**src/design/assert_macros.svh**
```systemverilog
// ---------------------------------------------------------------------------
// Assertion macros
// Concurrent assertion wrappers shared by the update sequencer RTL.
// ---------------------------------------------------------------------------
`ifndef ASSERT_MACROS_SVH
`define ASSERT_MACROS_SVH

`ifndef SYNTHESIS
// property must hold at every clock edge outside reset
`define UDS_ASSERT(lbl, clk, rst_n, prop) \
	lbl: assert property (@(posedge clk) disable iff (!rst_n) (prop)) \
		else $error("assertion failed");
// expression must never be true outside reset
`define UDS_NEVER(lbl, clk, rst_n, expr) \
	lbl: assert property (@(posedge clk) disable iff (!rst_n) !(expr)) \
		else $error("forbidden condition seen");
`else
`define UDS_ASSERT(lbl, clk, rst_n, prop)
`define UDS_NEVER(lbl, clk, rst_n, expr)
`endif

`endif

```
**src/design/upd_seq_pkg.sv**
```systemverilog
// ---------------------------------------------------------------------------
// Update sequencer package
// Shared types, codes and constants for the firmware update sequencer.
// ---------------------------------------------------------------------------
package upd_seq_pkg;

	localparam int unsigned FIELD_W       = 32;
	localparam int unsigned SIZE_BITS_DEF = 32;
	localparam int unsigned PCT_W         = 7;
	localparam logic [PCT_W-1:0] PCT_FULL = 7'd100;

	localparam logic [1:0] OP_BEGIN = 2'd0;
	localparam logic [1:0] OP_STEP  = 2'd1;
	localparam logic [1:0] OP_ABORT = 2'd2;

	localparam logic [1:0] DL_PROGRESS = 2'd0;
	localparam logic [1:0] DL_COMPLETE = 2'd1;
	localparam logic [1:0] DL_FAILED   = 2'd2;

	typedef enum logic [2:0] {
		PH_IDLE   = 3'd0,
		PH_CHECK  = 3'd1,
		PH_DOWN   = 3'd2,
		PH_VERIFY = 3'd3,
		PH_APPLY  = 3'd4,
		PH_DONE   = 3'd5,
		PH_ERROR  = 3'd6
	} phase_t;

	typedef enum logic [3:0] {
		E_NONE           = 4'd0,
		E_BUSY           = 4'd1,
		E_INVALID_REQ    = 4'd2,
		E_INVALID_RESUME = 4'd3,
		E_CHECK          = 4'd4,
		E_DOWNLOAD       = 4'd5,
		E_VERIFY         = 4'd6,
		E_APPLY          = 4'd7,
		E_ABORTED        = 4'd8
	} error_t;

	typedef enum logic [1:0] {
		ST_IDLE,
		ST_PREP,
		ST_DIV,
		ST_FIN
	} ctrl_state_t;

	typedef struct packed {
		logic [1:0]         opcode;
		logic               request_valid;
		logic [FIELD_W-1:0] resume_offset;
		logic               transport_ok;
		logic [FIELD_W-1:0] reported_total;
		logic [FIELD_W-1:0] reported_bytes;
		logic [1:0]         download_result;
	} req_item_t;

	typedef struct packed {
		logic               accepted;
		logic [2:0]         phase;
		logic [3:0]         error_code;
		logic [3:0]         last_error_code;
		logic [FIELD_W-1:0] bytes_done;
		logic [FIELD_W-1:0] image_total;
		logic [PCT_W-1:0]   progress_percent;
		logic               busy_flag;
		logic               transport_abort;
	} rsp_item_t;

	// controller -> datapath
	typedef struct packed {
		logic load_item;
		logic div_start;
		logic commit;
	} dp_cmd_t;

	// datapath -> controller
	typedef struct packed {
		logic div_done;
	} dp_stat_t;

endpackage

```
**src/design/upd_if.sv**
```systemverilog
// ---------------------------------------------------------------------------
// Update sequencer channels
// Valid/ready channels for command items and result items.
// ---------------------------------------------------------------------------
interface upd_req_if;
	logic                   valid;
	logic                   ready;
	upd_seq_pkg::req_item_t data;

	modport source (output valid, output data, input ready);
	modport sink (input valid, input data, output ready);
endinterface

interface upd_rsp_if;
	logic                   valid;
	logic                   ready;
	upd_seq_pkg::rsp_item_t data;

	modport source (output valid, output data, input ready);
	modport sink (input valid, input data, output ready);
endinterface

```
**src/design/upd_pct_div.sv**
```systemverilog
// ---------------------------------------------------------------------------
// Percentage divider
// Serial restoring division giving floor(b*100/t), saturated at 100.
// ---------------------------------------------------------------------------
module upd_pct_div #(
	parameter int unsigned SIZE_BITS = upd_seq_pkg::SIZE_BITS_DEF
) (
	input  logic                          clk,
	input  logic                          arst_n,
	input  logic                          start,
	input  logic [SIZE_BITS-1:0]          num_b,
	input  logic [SIZE_BITS-1:0]          den_t,
	output logic                          done,
	output logic [upd_seq_pkg::PCT_W-1:0] pct
);
	import upd_seq_pkg::*;

	localparam int unsigned PROD_W = SIZE_BITS + PCT_W;
	localparam int unsigned CNT_W  = $clog2(PCT_W + 1);

	logic                 busy_q;
	logic                 done_q;
	logic [CNT_W-1:0]     cnt_q;
	logic [SIZE_BITS-1:0] rem_q;
	logic [SIZE_BITS-1:0] den_q;
	logic [PCT_W-1:0]     low_q;
	logic [PCT_W-1:0]     quo_q;
	logic                 sat_q;

	logic [PROD_W-1:0]    b_ext;
	logic [PROD_W-1:0]    prod;
	logic [SIZE_BITS:0]   rem_ext;
	logic [SIZE_BITS:0]   diff;
	logic                 ge;

	// b*100 = b*64 + b*32 + b*4
	assign b_ext = PROD_W'(num_b);
	assign prod  = (b_ext << 6) + (b_ext << 5) + (b_ext << 2);

	assign rem_ext = {rem_q, low_q[PCT_W-1]};
	assign diff    = rem_ext - {1'b0, den_q};
	assign ge      = (rem_ext >= {1'b0, den_q});

	always_ff @(posedge clk or negedge arst_n) begin
		if (!arst_n) begin
			busy_q <= 1'b0;
			done_q <= 1'b0;
			cnt_q  <= '0;
		end else begin
			done_q <= 1'b0;
			if (start) begin
				busy_q <= 1'b1;
				cnt_q  <= CNT_W'(PCT_W);
			end else if (busy_q) begin
				cnt_q <= cnt_q - CNT_W'(1);
				if (cnt_q == CNT_W'(1)) begin
					busy_q <= 1'b0;
					done_q <= 1'b1;
				end
			end
		end
	end

	// b < t keeps the quotient below 128, so seven steps cover it
	always_ff @(posedge clk) begin
		if (start) begin
			rem_q <= prod[PROD_W-1:PCT_W];
			low_q <= prod[PCT_W-1:0];
			den_q <= den_t;
			quo_q <= '0;
			sat_q <= (num_b >= den_t);
		end else if (busy_q) begin
			rem_q <= ge ? diff[SIZE_BITS-1:0] : rem_ext[SIZE_BITS-1:0];
			low_q <= {low_q[PCT_W-2:0], 1'b0};
			quo_q <= {quo_q[PCT_W-2:0], ge};
		end
	end

	assign done = done_q;
	assign pct  = sat_q ? PCT_FULL : quo_q;

endmodule

```
**src/design/upd_dp.sv**
```systemverilog
// ---------------------------------------------------------------------------
// Update sequencer datapath
// Run state registers, step decisions, progress divider and result register.
// ---------------------------------------------------------------------------
`include "assert_macros.svh"

module upd_dp #(
	parameter int unsigned SIZE_BITS = upd_seq_pkg::SIZE_BITS_DEF
) (
	input  logic                   clk,
	input  logic                   arst_n,
	input  upd_seq_pkg::req_item_t req_data,
	input  upd_seq_pkg::dp_cmd_t   cmd,
	output upd_seq_pkg::dp_stat_t  stat,
	output upd_seq_pkg::rsp_item_t rsp_data
);
	import upd_seq_pkg::*;

	req_item_t            item_q;
	rsp_item_t            rsp_q;
	phase_t               phase_q, phase_n;
	error_t               err_q, err_n;
	error_t               last_q, last_n;
	error_t               fail_code;
	logic [SIZE_BITS-1:0] resume_q, resume_n;
	logic [SIZE_BITS-1:0] bytes_q, bytes_n;
	logic [SIZE_BITS-1:0] total_q, total_n;
	logic [PCT_W-1:0]     progress_q, prog_n;

	logic [SIZE_BITS-1:0] ro, rt, rb, t_eff, b_eff, div_b, div_t;
	logic [PCT_W-1:0]     pct, prog_max;
	logic                 busy_now, busy_n, dl_failed, early_fail;
	logic                 fail, acc, abort_n;

	assign ro = SIZE_BITS'(item_q.resume_offset);
	assign rt = SIZE_BITS'(item_q.reported_total);
	assign rb = SIZE_BITS'(item_q.reported_bytes);

	assign busy_now = (phase_q == PH_CHECK) || (phase_q == PH_DOWN) ||
		(phase_q == PH_VERIFY) || (phase_q == PH_APPLY);
	assign busy_n = (phase_n == PH_CHECK) || (phase_n == PH_DOWN) ||
		(phase_n == PH_VERIFY) || (phase_n == PH_APPLY);

	// download: a nonzero reported total replaces the known one,
	// byte count never moves backward
	assign t_eff     = (rt != '0) ? rt : total_q;
	assign b_eff     = (rb < bytes_q) ? bytes_q : rb;
	assign dl_failed = item_q.download_result[1];
	assign early_fail = ((rt != '0) && (total_q != '0) && (rt != total_q)) ||
		(!dl_failed && (rb < bytes_q)) ||
		((t_eff != '0) && (b_eff > t_eff));

	assign div_b = (phase_q == PH_DOWN) ? b_eff : resume_q;
	assign div_t = (phase_q == PH_DOWN) ? t_eff : rt;

	upd_pct_div #(
		.SIZE_BITS(SIZE_BITS)
	) u_div (
		.clk   (clk),
		.arst_n(arst_n),
		.start (cmd.div_start),
		.num_b (div_b),
		.den_t (div_t),
		.done  (stat.div_done),
		.pct   (pct)
	);

	assign prog_max = (pct > progress_q) ? pct : progress_q;

	always_comb begin
		phase_n   = phase_q;
		err_n     = err_q;
		last_n    = last_q;
		resume_n  = resume_q;
		bytes_n   = bytes_q;
		total_n   = total_q;
		prog_n    = progress_q;
		acc       = 1'b0;
		fail      = 1'b0;
		fail_code = E_NONE;
		case (item_q.opcode)
			OP_BEGIN: begin
				if (busy_now) begin
					last_n = E_BUSY;
				end else begin
					err_n    = E_NONE;
					resume_n = '0;
					bytes_n  = '0;
					total_n  = '0;
					prog_n   = '0;
					if (!item_q.request_valid) begin
						phase_n = PH_ERROR;
						err_n   = E_INVALID_REQ;
						last_n  = E_INVALID_REQ;
					end else begin
						phase_n  = PH_CHECK;
						resume_n = ro;
						bytes_n  = ro;
						last_n   = E_NONE;
						acc      = 1'b1;
					end
				end
			end
			OP_STEP: begin
				case (phase_q)
					PH_CHECK: begin
						if (!item_q.transport_ok) begin
							fail      = 1'b1;
							fail_code = E_CHECK;
						end else if ((rt != '0) && (resume_q > rt)) begin
							fail      = 1'b1;
							fail_code = E_INVALID_RESUME;
						end else begin
							acc     = 1'b1;
							total_n = rt;
							bytes_n = resume_q;
							if (rt != '0) begin
								prog_n = prog_max;
							end
							if ((rt != '0) && (resume_q == rt)) begin
								prog_n  = PCT_FULL;
								phase_n = PH_VERIFY;
							end else begin
								phase_n = PH_DOWN;
							end
						end
					end
					PH_DOWN: begin
						fail_code = E_DOWNLOAD;
						if (early_fail) begin
							fail = 1'b1;
						end else begin
							acc     = 1'b1;
							bytes_n = b_eff;
							if (t_eff != '0) begin
								total_n = t_eff;
								prog_n  = prog_max;
							end
							// failure after the progress update keeps it
							if (dl_failed) begin
								fail = 1'b1;
							end else if (item_q.download_result == DL_COMPLETE) begin
								if ((t_eff != '0) && (b_eff != t_eff)) begin
									fail = 1'b1;
								end else begin
									prog_n  = PCT_FULL;
									phase_n = PH_VERIFY;
								end
							end
						end
					end
					PH_VERIFY: begin
						if (!item_q.transport_ok) begin
							fail      = 1'b1;
							fail_code = E_VERIFY;
						end else begin
							acc     = 1'b1;
							phase_n = PH_APPLY;
						end
					end
					PH_APPLY: begin
						if (!item_q.transport_ok) begin
							fail      = 1'b1;
							fail_code = E_APPLY;
						end else begin
							acc     = 1'b1;
							prog_n  = PCT_FULL;
							phase_n = PH_DONE;
							last_n  = E_NONE;
						end
					end
					default: begin
					end
				endcase
			end
			OP_ABORT: begin
				if (busy_now) begin
					fail      = 1'b1;
					fail_code = E_ABORTED;
				end
			end
			default: begin
			end
		endcase
		abort_n = fail;
		if (fail) begin
			phase_n = PH_ERROR;
			err_n   = fail_code;
			last_n  = fail_code;
			// an abort that takes effect still counts as accepted
			acc     = (item_q.opcode == OP_ABORT);
		end
	end

	always_ff @(posedge clk or negedge arst_n) begin
		if (!arst_n) begin
			phase_q    <= PH_IDLE;
			err_q      <= E_NONE;
			last_q     <= E_NONE;
			resume_q   <= '0;
			bytes_q    <= '0;
			total_q    <= '0;
			progress_q <= '0;
		end else if (cmd.commit) begin
			phase_q    <= phase_n;
			err_q      <= err_n;
			last_q     <= last_n;
			resume_q   <= resume_n;
			bytes_q    <= bytes_n;
			total_q    <= total_n;
			progress_q <= prog_n;
		end
	end

	always_ff @(posedge clk) begin
		if (cmd.load_item) begin
			item_q <= req_data;
		end
		if (cmd.commit) begin
			rsp_q.accepted         <= acc;
			rsp_q.phase            <= phase_n;
			rsp_q.error_code       <= err_n;
			rsp_q.last_error_code  <= last_n;
			rsp_q.bytes_done       <= FIELD_W'(bytes_n);
			rsp_q.image_total      <= FIELD_W'(total_n);
			rsp_q.progress_percent <= prog_n;
			rsp_q.busy_flag        <= busy_n;
			rsp_q.transport_abort  <= abort_n;
		end
	end

	assign rsp_data = rsp_q;

	`UDS_NEVER(a_prog_range, clk, arst_n, progress_q > PCT_FULL)
	`UDS_ASSERT(a_busy_no_err, clk, arst_n, busy_now |-> (err_q == E_NONE))
	`UDS_ASSERT(a_abort_err, clk, arst_n, (cmd.commit && abort_n) |=> (phase_q == PH_ERROR))

endmodule

```
**src/design/upd_ctrl.sv**
```systemverilog
// ---------------------------------------------------------------------------
// Update sequencer controller
// Sequences item capture, progress division and result hand-off.
// ---------------------------------------------------------------------------
`include "assert_macros.svh"

module upd_ctrl (
	input  logic                  clk,
	input  logic                  arst_n,
	input  logic                  req_valid,
	output logic                  req_ready,
	output logic                  rsp_valid,
	input  logic                  rsp_ready,
	input  upd_seq_pkg::dp_stat_t stat,
	output upd_seq_pkg::dp_cmd_t  cmd
);
	import upd_seq_pkg::*;

	ctrl_state_t state_q, state_n;
	logic        out_valid_q;
	logic        slot_free;

	assign slot_free = !out_valid_q || rsp_ready;

	always_comb begin
		state_n = state_q;
		case (state_q)
			ST_IDLE: begin
				if (req_valid) begin
					state_n = ST_PREP;
				end
			end
			ST_PREP: state_n = ST_DIV;
			ST_DIV: begin
				if (stat.div_done) begin
					state_n = ST_FIN;
				end
			end
			ST_FIN: begin
				if (slot_free) begin
					state_n = ST_IDLE;
				end
			end
			default: state_n = ST_IDLE;
		endcase
	end

	always_comb begin
		req_ready     = 1'b0;
		cmd.load_item = 1'b0;
		cmd.div_start = 1'b0;
		cmd.commit    = 1'b0;
		case (state_q)
			ST_IDLE: begin
				req_ready     = 1'b1;
				cmd.load_item = req_valid;
			end
			ST_PREP: cmd.div_start = 1'b1;
			ST_DIV: begin
			end
			ST_FIN: cmd.commit = slot_free;
			default: begin
			end
		endcase
	end

	always_ff @(posedge clk or negedge arst_n) begin
		if (!arst_n) begin
			state_q     <= ST_IDLE;
			out_valid_q <= 1'b0;
		end else begin
			state_q <= state_n;
			if (cmd.commit) begin
				out_valid_q <= 1'b1;
			end else if (rsp_ready) begin
				out_valid_q <= 1'b0;
			end
		end
	end

	assign rsp_valid = out_valid_q;

	`UDS_ASSERT(a_rise_after_fin, clk, arst_n, $rose(out_valid_q) |-> $past(state_q == ST_FIN))
	`UDS_ASSERT(a_fin_holds, clk, arst_n, (state_q == ST_FIN && out_valid_q && !rsp_ready) |=> (state_q == ST_FIN))
	`UDS_ASSERT(a_done_in_div, clk, arst_n, stat.div_done |-> (state_q == ST_DIV))

endmodule

```
**src/design/update_download_sequencer_top.sv**
```systemverilog
// ---------------------------------------------------------------------------
// Firmware update sequencer, top level
// Takes begin, step and abort commands and returns one status item each.
// ---------------------------------------------------------------------------
// Usage:
//   req carries one command item (begin, step or abort); rsp returns exactly
//   one status item per command: phase, error codes, byte counts, progress
//   percentage and a one-item abort pulse for the transport.
//   One command is processed at a time; a new item is taken only after the
//   previous one has been committed.
//   The progress divider is a serial restoring unit that yields one quotient
//   bit per cycle.
//   req.ready is high only while the controller is idle; a finished status
//   waits in the output register while the next command is taken in.
//   If rsp.ready stays low, the next command stops before commit and holds
//   its state until the output register frees up.
//   Reset (arst_n low) returns to idle with no error, zero sizes and zero
//   progress; no status item is pending after reset.
// ---------------------------------------------------------------------------
module update_download_sequencer_top #(
	parameter int unsigned SIZE_BITS = upd_seq_pkg::SIZE_BITS_DEF
) (
	input logic       clk,
	input logic       arst_n,
	upd_req_if.sink   req,
	upd_rsp_if.source rsp
);
	import upd_seq_pkg::*;

	dp_cmd_t  cmd;
	dp_stat_t stat;
	logic     ready_int;
	logic     valid_int;

	upd_ctrl u_ctrl (
		.clk      (clk),
		.arst_n   (arst_n),
		.req_valid(req.valid),
		.req_ready(ready_int),
		.rsp_valid(valid_int),
		.rsp_ready(rsp.ready),
		.stat     (stat),
		.cmd      (cmd)
	);

	upd_dp #(
		.SIZE_BITS(SIZE_BITS)
	) u_dp (
		.clk     (clk),
		.arst_n  (arst_n),
		.req_data(req.data),
		.cmd     (cmd),
		.stat    (stat),
		.rsp_data(rsp.data)
	);

	assign req.ready = ready_int;
	assign rsp.valid = valid_int;

endmodule

```
**src/flat_wrapper.sv**
```systemverilog
// flat-port wrapper written by rule: the top's interface ports become plain ports
module update_download_sequencer_top_flat import upd_seq_pkg::*;
#(
	parameter int unsigned SIZE_BITS = upd_seq_pkg::SIZE_BITS_DEF
)
  (clk, arst_n, req_valid, req_data, req_ready, rsp_valid, rsp_data, rsp_ready);
  upd_req_if req_i ();
  upd_rsp_if rsp_i ();
  input logic clk;
  input logic arst_n;
  input wire logic [$bits(req_i.valid)-1:0] req_valid;
  input wire logic [$bits(req_i.data)-1:0] req_data;
  output wire logic [$bits(req_i.ready)-1:0] req_ready;
  output wire logic [$bits(rsp_i.valid)-1:0] rsp_valid;
  output wire logic [$bits(rsp_i.data)-1:0] rsp_data;
  input wire logic [$bits(rsp_i.ready)-1:0] rsp_ready;
  assign req_i.valid = req_valid;
  assign req_i.data = req_data;
  assign req_ready = req_i.ready;
  assign rsp_valid = rsp_i.valid;
  assign rsp_data = rsp_i.data;
  assign rsp_i.ready = rsp_ready;
  update_download_sequencer_top #(.SIZE_BITS(SIZE_BITS)) u_core (.clk(clk), .arst_n(arst_n), .req(req_i), .rsp(rsp_i));
endmodule
```
**config.mk**
```make
export PLATFORM = sky130hd
export DESIGN_NAME = update_download_sequencer_top_flat
export DESIGN_NICKNAME = d
export VERILOG_FILES = /design/src/design/upd_seq_pkg.sv /design/src/design/upd_if.sv /design/src/design/upd_pct_div.sv /design/src/design/upd_dp.sv /design/src/design/upd_ctrl.sv /design/src/design/update_download_sequencer_top.sv /design/src/flat_wrapper.sv
export VERILOG_INCLUDE_DIRS = /design/src /design/src/design
export SDC_FILE = /design/constraint.sdc
export NUM_CORES = 1
export LEC_CHECK = 0
export BUFFER_PORTS_ARGS = -buffer_cell sky130_fd_sc_hd__buf_4
export CAP_MARGIN = 20
export CORE_UTILIZATION = 41
export DETAILED_ROUTE_END_ITERATION = 8
export PLACE_DENSITY = 0.57
export SLEW_MARGIN = 20
export SYNTH_ARGS = -nofsm -noshare
export SYNTH_HDL_FRONTEND = slang
export SYNTH_SLANG_ARGS = --single-unit
```
**constraint.sdc**
```tcl
create_clock -name clk -period 6.9 [get_ports clk]
set_input_delay 1.38 -clock clk [delete_from_list [all_inputs] [get_ports clk]]
set_output_delay 1.38 -clock clk [all_outputs]
set_load 0.01 [all_outputs]
```
==> impl_results.md, run 1 <==
- Final TNS setup: 0 ns
- Slew Viols, Final: 0
- Slew headroom: between 30% and 40%
- Hold Vio Cnt, Final: 0
- Placer congestion estimate: 0.946
- Crit path required time: 7.24 ns
- Ports: 193
- Clock buffer count from CTS: 46
- Yosys cell types: 82
- R2r endpoint: u_core.u_dp.u_div.rem_q[29]
- WHS Endpoint: u_core.u_dp.last_q[3]
- Critical R2R Launch: u_core.u_dp.bytes_q[18]
- Maximum vdd ir drop: 0.000199 V
- Setup violators final: 0
- CTS tree: yes
- Nets: 3366
- Outcome: finished clean
- H-tree levels: 2
- Pwr/cell area: around 460 nW/µm²
- Fillers: about 6100
- Vias in the first global route: roughly 23000
- Antenna-violating nets left: 0
- N_diodes: 0
- CTS root buf: clkbuf_16
- Initial Util: a little over two fifths
- CTS Buffer Depth: 3
- Register-to-register setup slack: between 0.15 and 0.2 ns
- Worst hold stages: 2
- Commonest cells after routing, fill and taps aside: nand2_1 (373), o21ai_0 (302), edfxtp_1 (257)
- Clk Latency, worst-skew pair: 0.61 ns
- Fmax: 149 MHz
- Largest net degree at the start of global routing: between 80 and 90
- Iteration-0 DRC Markers: 2448
- Die X: 259 µm
- Synthesized area: between 20000 and 30000 µm²
- Area share of the largest cell type after synthesis: 28.5%
- Drt pass-1 iters: 6
- First-pass GRT wire length: roughly 140000 µm
- Area contributors post-synth: edfxtp_1 (28%), dfrtp_1 (11%), ha_1 (9.7%)
- Die Ht: 259 µm
- Fin crit period: approximately 6.7 ns
- Worst setup EP type: register
- Core footprint: between 60000 and 70000 µm²
- Crit path DAT: between 7 and 8 ns
- #FFs+latches synth: 386
- Share of cells above drive strength 1: 14.0%
- Dominant cell type by area after synthesis: edfxtp_1
- # DRC: 0
- Gr usage total: 27.2%
- # clock sinks: ~390
- Mapped Avg Cell Area: between 9 and 10 µm²
- Placed cells: roughly 3800
- GR Overflow Total: 0
- Die area: 67200 µm²
- Row cnt: 93
- Final worst path period share: 97.5%
- Worst Clk Skew: 0.0318 ns
- Kind of critical path: reg2reg
- Hold_ws: about 0.50 ns
- Most common cell after layout, fill and taps aside: nand2_1
- Post-DP HPWL: between 60000 and 70000 µm
- Reg2Reg Depth: 22
- Worst min path class: reg2reg
- Leak: 12.7 nW
- Worst-path clk slew: 0.07 ns
- Worst setup SP type: register
- Seq/Total Area, Yosys: about two fifths
- Most used DFF post-synth: edfxtp_1
- Layout area overhead: 14.5%
- Unrepaired setup endpoints after global routing: false
- Drt wl/cell: 23.8 µm
- Ys async rst share: 31.6%
- PortBufs: 192
- Antenna violations before repair: 3
- Vias per inst: around 6.1
- Post-Synthesis Cells: approximately 2900
- Number of enable flip-flop cells after synthesis: 257
- Non-Filler Instances: ~3900
- Synth warnings: 0
- Postcts setup bufs: 0
- Mapped Nets: about 3200
- Min-delay src: u_core.u_dp.last_q[3]
- Maximum Capacitance Violations: 0
- Crit-path max FO: 13
- Worst-margin pin slew: 1.04 ns
- Routed WL: 93200 µm
- Routed vias: ~24000
-- metrics by stage --
step           total power [W]  util, %  setup WS (ns)  instance area (µm²)
6_report                0.0142     47.8          0.174                31100
5_1_grt                 0.0151     47.8        0.00223                31100
4_1_cts                 0.0141     47.8          0.236                31000
3_5_place_dp            0.0115     45.4          0.299                29500
3_3_place_gp            0.0114     45.4          0.462                29500
2_1_floorplan          0.00913        -          0.653                27100
-- sequential cells by signal, indices dropped and copies added (netlist names), 32 cells and up --
name                     flops
u_core.u_dp.rsp_data        85
u_core.u_dp.bytes_q         32
u_core.u_dp.rb              32
u_core.u_dp.resume_q        32
u_core.u_dp.ro              32
u_core.u_dp.rt              32
u_core.u_dp.total_q         32
u_core.u_dp.u_div.den_q     32
u_core.u_dp.u_div.rem_q     32
-- layout make-up --
type | count | area, µm² | share of cell area [%]
Inverter | 175 | 659 | 2.12
Clock inverter | 28 | 304 | 0.979
Tap cell | 855 | 1070 | 3.44
Multi-Input combinational cell | 2153 | 14900 | 48.0
Clock buffer | 58 | 1260 | 4.05
Sequential cell | 386 | 10900 | 35.1
Timing Repair Buffer | 257 | 1950 | 6.29
-- worst max path at each step --
stage | startpoint | endpoint | slack, ns | cells after the start
3_3_place_gp | u_core.u_dp.bytes_q[18] | u_core.u_dp.u_div.rem_q[29] | 0.46 | 23
5_1_grt | u_core.u_dp.bytes_q[18] | u_core.u_dp.u_div.rem_q[29] | 0.002 | 24
2_1_floorplan | u_core.u_dp.bytes_q[7] | u_core.u_dp.u_div.rem_q[29] | 0.65 | 24
3_5_place_dp | u_core.u_dp.bytes_q[18] | u_core.u_dp.u_div.rem_q[29] | 0.30 | 22
4_1_cts | u_core.u_dp.bytes_q[18] | u_core.u_dp.u_div.rem_q[29] | 0.24 | 22
6_report | u_core.u_dp.bytes_q[18] | u_core.u_dp.u_div.rem_q[29] | 0.17 | 22
-- Yosys cell counts, types with 20 or more instances --
cell type	number
a21oi_1	224
nand3_1	37
a221oi_1	36
xnor2_1	60
o2bb2ai_1	63
nor2b_1	26
mux2i_1	39
nand4_1	45
clkbuf_1	145
a22oi_1	36
nor2_1	132
dfrtp_1	122
nand2b_1	23
fa_1	30
a21o_1	35
xor2_1	20
o21ai_1	28
mux2_2	48
a22o_1	36
o21ai_0	306
a31oi_1	33
nor3_1	25
inv_1	172
edfxtp_1	257
a222oi_1	33
ha_1	211
nand2_1	376
mux2_1	25
-- repair_timing --
item,in CTS,in global routing
hold buffers,0,0
setup endpoints to repair,0,2
gates resized for setup,0,7
-- critical path: stages, from the launching register on --
cell,delay [ns]
dfrtp_1,0.44
inv_1,0.09
ha_1,0.32
a21oi_1,0.14
a21boi_0,0.10
o31ai_1,0.36
nand3_1,0.27
or2_2,0.48
o21ai_0,0.43
nand2_1,0.11
nand2_1,0.29
fa_1,0.48
ha_1,0.38
nor2b_1,0.17
o31ai_1,0.37
a32oi_1,0.27
a31oi_1,0.39
o21ai_0,0.17
buf_4,0.18
a41oi_1,0.39
o311ai_2,0.17
xor2_1,0.16
mux2_2,0.27
-- cell families (layout without fill, tap and decap cells) --
group	count (synthesis)	in the layout	share of synthesized area [%]
compound gates	967	967	22.8
xor+xnor	80	80	2.58
fa+ha+maj	241	241	12.0
buf+inv	351	518	5.14
flops	386	386	40.2
mux	112	112	4.47
simple gates	753	753	12.8
-- per-layer routing --
layer	share of wire [%]	up-vias	track usage (%)
met5	0	-	0
met4	2.9	0	9.02
met3	8.6	136	4.70
met2	44	1118	41.2
met1	45	11600	39.2
li1	-	11000	-
-- where the power goes --
part           leakage [nW]  internal (W)  switching, W  total, W
Combinational          7.78       0.00291       0.00467   0.00758
Sequential             4.13       0.00339      0.000648   0.00404
Clock                 0.742       0.00149       0.00106   0.00255
No activity file was read; power rests on OpenSTA's default activity.
==> run 2: changes to the inputs <==
--- a/config.mk
+++ b/config.mk
@@ -11,6 +11,7 @@
 export CORE_UTILIZATION = 41
 export DETAILED_ROUTE_END_ITERATION = 8
 export PLACE_DENSITY = 0.57
+export REMOVE_ABC_BUFFERS = 1
 export SLEW_MARGIN = 20
 export SYNTH_ARGS = -nofsm -noshare
 export SYNTH_HDL_FRONTEND = slang
==> impl_results.md, run 2 (synthesized netlist as in run 1, its figures left out) <==
- Combinational share of power: 53.4% (about the same)
- Share of cells above drive strength 1: 13.7% (-0.33 points)
- Critical Path Max Stage Delay: 0.56 ns (+0.08 ns)
- Fmax: 152 MHz (+1.9%)
- Fillers: 6174 (+1.5%)
- Placed cell area: 29400 µm² (-0.30%)
- Initial Util: 41.8% (unchanged)
- Final worst path period share: 95.6% (-1.8 points)
- Fin crit period: 6.60 ns (-0.127 ns)
- Core footprint: 64900 µm² (unchanged)
- Leak: 12.6 nW (-0.72%)
- P_int: 0.00766 W (-1.7%)
- Maximum vdd ir drop: 0.000252 V (+27%)
- Post-DP HPWL: 66500 µm (-1.3%)
- Final TNS setup: 0 ns (unchanged)
- Gr usage total: 27.2% (-0.044 points)
- Worst min path class: reg2reg
- Clock buffer count from CTS: 46 (unchanged)
- Ports: 193 (unchanged)
- Max FFs per register: 85 (unchanged)
- Layout area overhead: 14.0%
- PortBufs: 192 (unchanged)
- Most common cell after layout, fill and taps aside: nand2_1
- Drt wl/cell: 23.8 µm (about the same)
- CTS root buf: clkbuf_16
- Commonest cells after routing, fill and taps aside: nand2_1 (373), o21ai_0 (295), edfxtp_1 (257)
- CP cell instances: inv_1 -> ha_1 -> a21oi_1 -> nor2_1 -> o31ai_1 -> nand3_1 -> or2_2 -> buf_4 -> o21ai_0 -> nand2_1 -> nand2_1 -> fa_1 -> ha_1 -> a21o_1 -> a21o_1 -> a2111oi_0 -> o21ai_0 -> a31o_2 -> a211o_1 -> a21oi_1 -> xor2_1 -> mux2i_1
- Worst setup path start: u_core.u_dp.bytes_q[15]
- Worst-margin pin slew: 1.14 ns (+0.100 ns)
- Row cnt: 93 (unchanged)
- Placer congestion estimate: 0.951 (+0.55%)
- Outcome: finished clean
- Drt pass-1 iters: 7 (+1)
- Kind of critical path: reg2reg
- Hold_ws: 0.497 ns (-0.0000390 ns)
- WP buf/inv: 2 (unchanged)
- Hold Vio Cnt, Final: 0 (unchanged)
- # DRC: 0 (unchanged)
- Worst-path clk slew: 0.07 ns (about the same)
- Die X: 259 µm (unchanged)
- Place WS: 0.281 ns (-0.0185 ns)
- Crit path DAT: 6.92 ns (-0.14 ns)
- Crit-path max FO: 21 (+8)
- Postcts setup bufs: 0 (unchanged)
- Placed cells: 3812 (-0.37%)
- Final design area excluding fillers: 30900 µm² (-0.43%)
- Maximum Capacitance Violations: 0 (unchanged)
- Worst path top cell family by delay: compound AO/OA/AOI/OAI gates
- Setup violators final: 0 (unchanged)
- Antenna violations before repair: 3 (unchanged)
- Psw: 0.00628 W (-1.4%)
- Pwr/cell area: 451 nW/µm² (-1.1%)
- Clock share of power: 17.6% (-0.4 points)
- Worst Clk Skew: 0.0461 ns (+0.0143 ns)
- Slew headroom: 24.0% (-6.6 points)
- Sequential Power Share: 29.0% (+0.5 points)
- Iteration-0 DRC Markers: 2929 (+20%)
- GR Overflow Total: 0 (unchanged)
- Unrepaired setup endpoints after global routing: false
- Largest net degree at the start of global routing: 131 (+54%)
- Worst setup SP type: register
- H-tree levels: 2 (unchanged)
- Slew Viols, Final: 0 (unchanged)
- Switching share of power: 45.1% (+0.056 points)
- CTS tree: yes
- Vias in the first global route: 22900 (+0.51%)
- Multi-input logic area: 14900 µm² (about the same)
- Routed vias: 23800 (-0.41%)
- Register-to-register setup slack: 0.30 ns (+0.13 ns)
- Antenna-violating nets left: 0 (unchanged)
- First-pass GRT wire length: 140000 µm (-0.16%)
- Register area: 10900 µm² (unchanged)
- Min-delay src: u_core.u_dp.err_q[3]
- # clock sinks: 386 (unchanged)
- Worst path slowest cell: o21ai_0
- Worst setup EP type: register
- Routed WL: 92800 µm (-0.35%)
- Vias per inst: 6.10 (about the same)
- Die Ht: 259 µm (unchanged)
- Final WS setup: 0.301 ns (+0.127 ns)
- Crit path required time: 7.22 ns (-0.02 ns)
- Clk Latency, worst-skew pair: 0.61 ns (about the same)
- Critical R2R Launch: u_core.u_dp.bytes_q[15]
- Nets: 3352 (-0.42%)
- Die area: 67200 µm² (unchanged)
- CTS Buffer Depth: 3 (unchanged)
- Non-Filler Instances: 3899 (-0.33%)
## run 2: worst min-delay path: stages, from the launching register on
cell,delay (ns)
dfrtp_1,0.34
a21oi_1,0.05
o21ai_0,0.07
## run 2: metal layers
metal / global-route usage (%) / wire [µm] / vias to the layer above
met1: 38.5 / 41700 / 11500
met4: 12.3 / 4020 / 2
met5: 0 / 13 / -
li1: - / - / 11000
met3: 3.52 / 6470 / 206
met2: 41.4 / 40600 / 1099
## run 2: path summary, 6_finish.rpt
path / depth (start not counted) / endpoint
max: 22 / u_core.u_dp.u_div.rem_q[26]
min: 2 / u_core.u_dp.err_q[3]
max reg2reg: 22 / u_core.u_dp.u_div.rem_q[26]
min reg2reg: 2 / u_core.u_dp.err_q[3]
max in group asynchronous: 2 / u_core.u_dp.total_q[18]
min in group asynchronous: 1 / u_core.u_ctrl.rsp_valid
## run 2: per-stage QoR
stage	power (W)	utilization, %
finish	0.0139	47.6
global route	0.0149	47.6
CTS	0.0139	47.6
detailed placement	0.0114	45.3
global placement	0.0113	45.3
floorplan	0.00897	-
## run 2: area by class of cell
type	count	area share (%)
Multi-Input combinational cell	2153	48.2
Sequential cell	386	35.3
Timing Repair Buffer	243	6.03
Clock buffer	57	4.09
Tap cell	855	3.46
Inverter	175	2.13
Clock inverter	29	0.825
Antenna cell	1	0.00809
## run 2: repair_timing
item                       CTS  global route
resized for setup            0            13
hold buffers                 0             0
setup endpoints to repair    0             5
## run 2: power by group through the flow
| stage | Combinational, W | Clock, W | Sequential [W] |
|---|---|---|---|
| floorplan | 0.00506 | 0 | 0.00392 |
| global placement | 0.00725 | 0 | 0.00404 |
| detailed placement | 0.00733 | 0 | 0.00406 |
| CTS | 0.00738 | 0.00251 | 0.00402 |
| global route | 0.00822 | 0.00258 | 0.00411 |
| finish | 0.00744 | 0.00245 | 0.00405 |
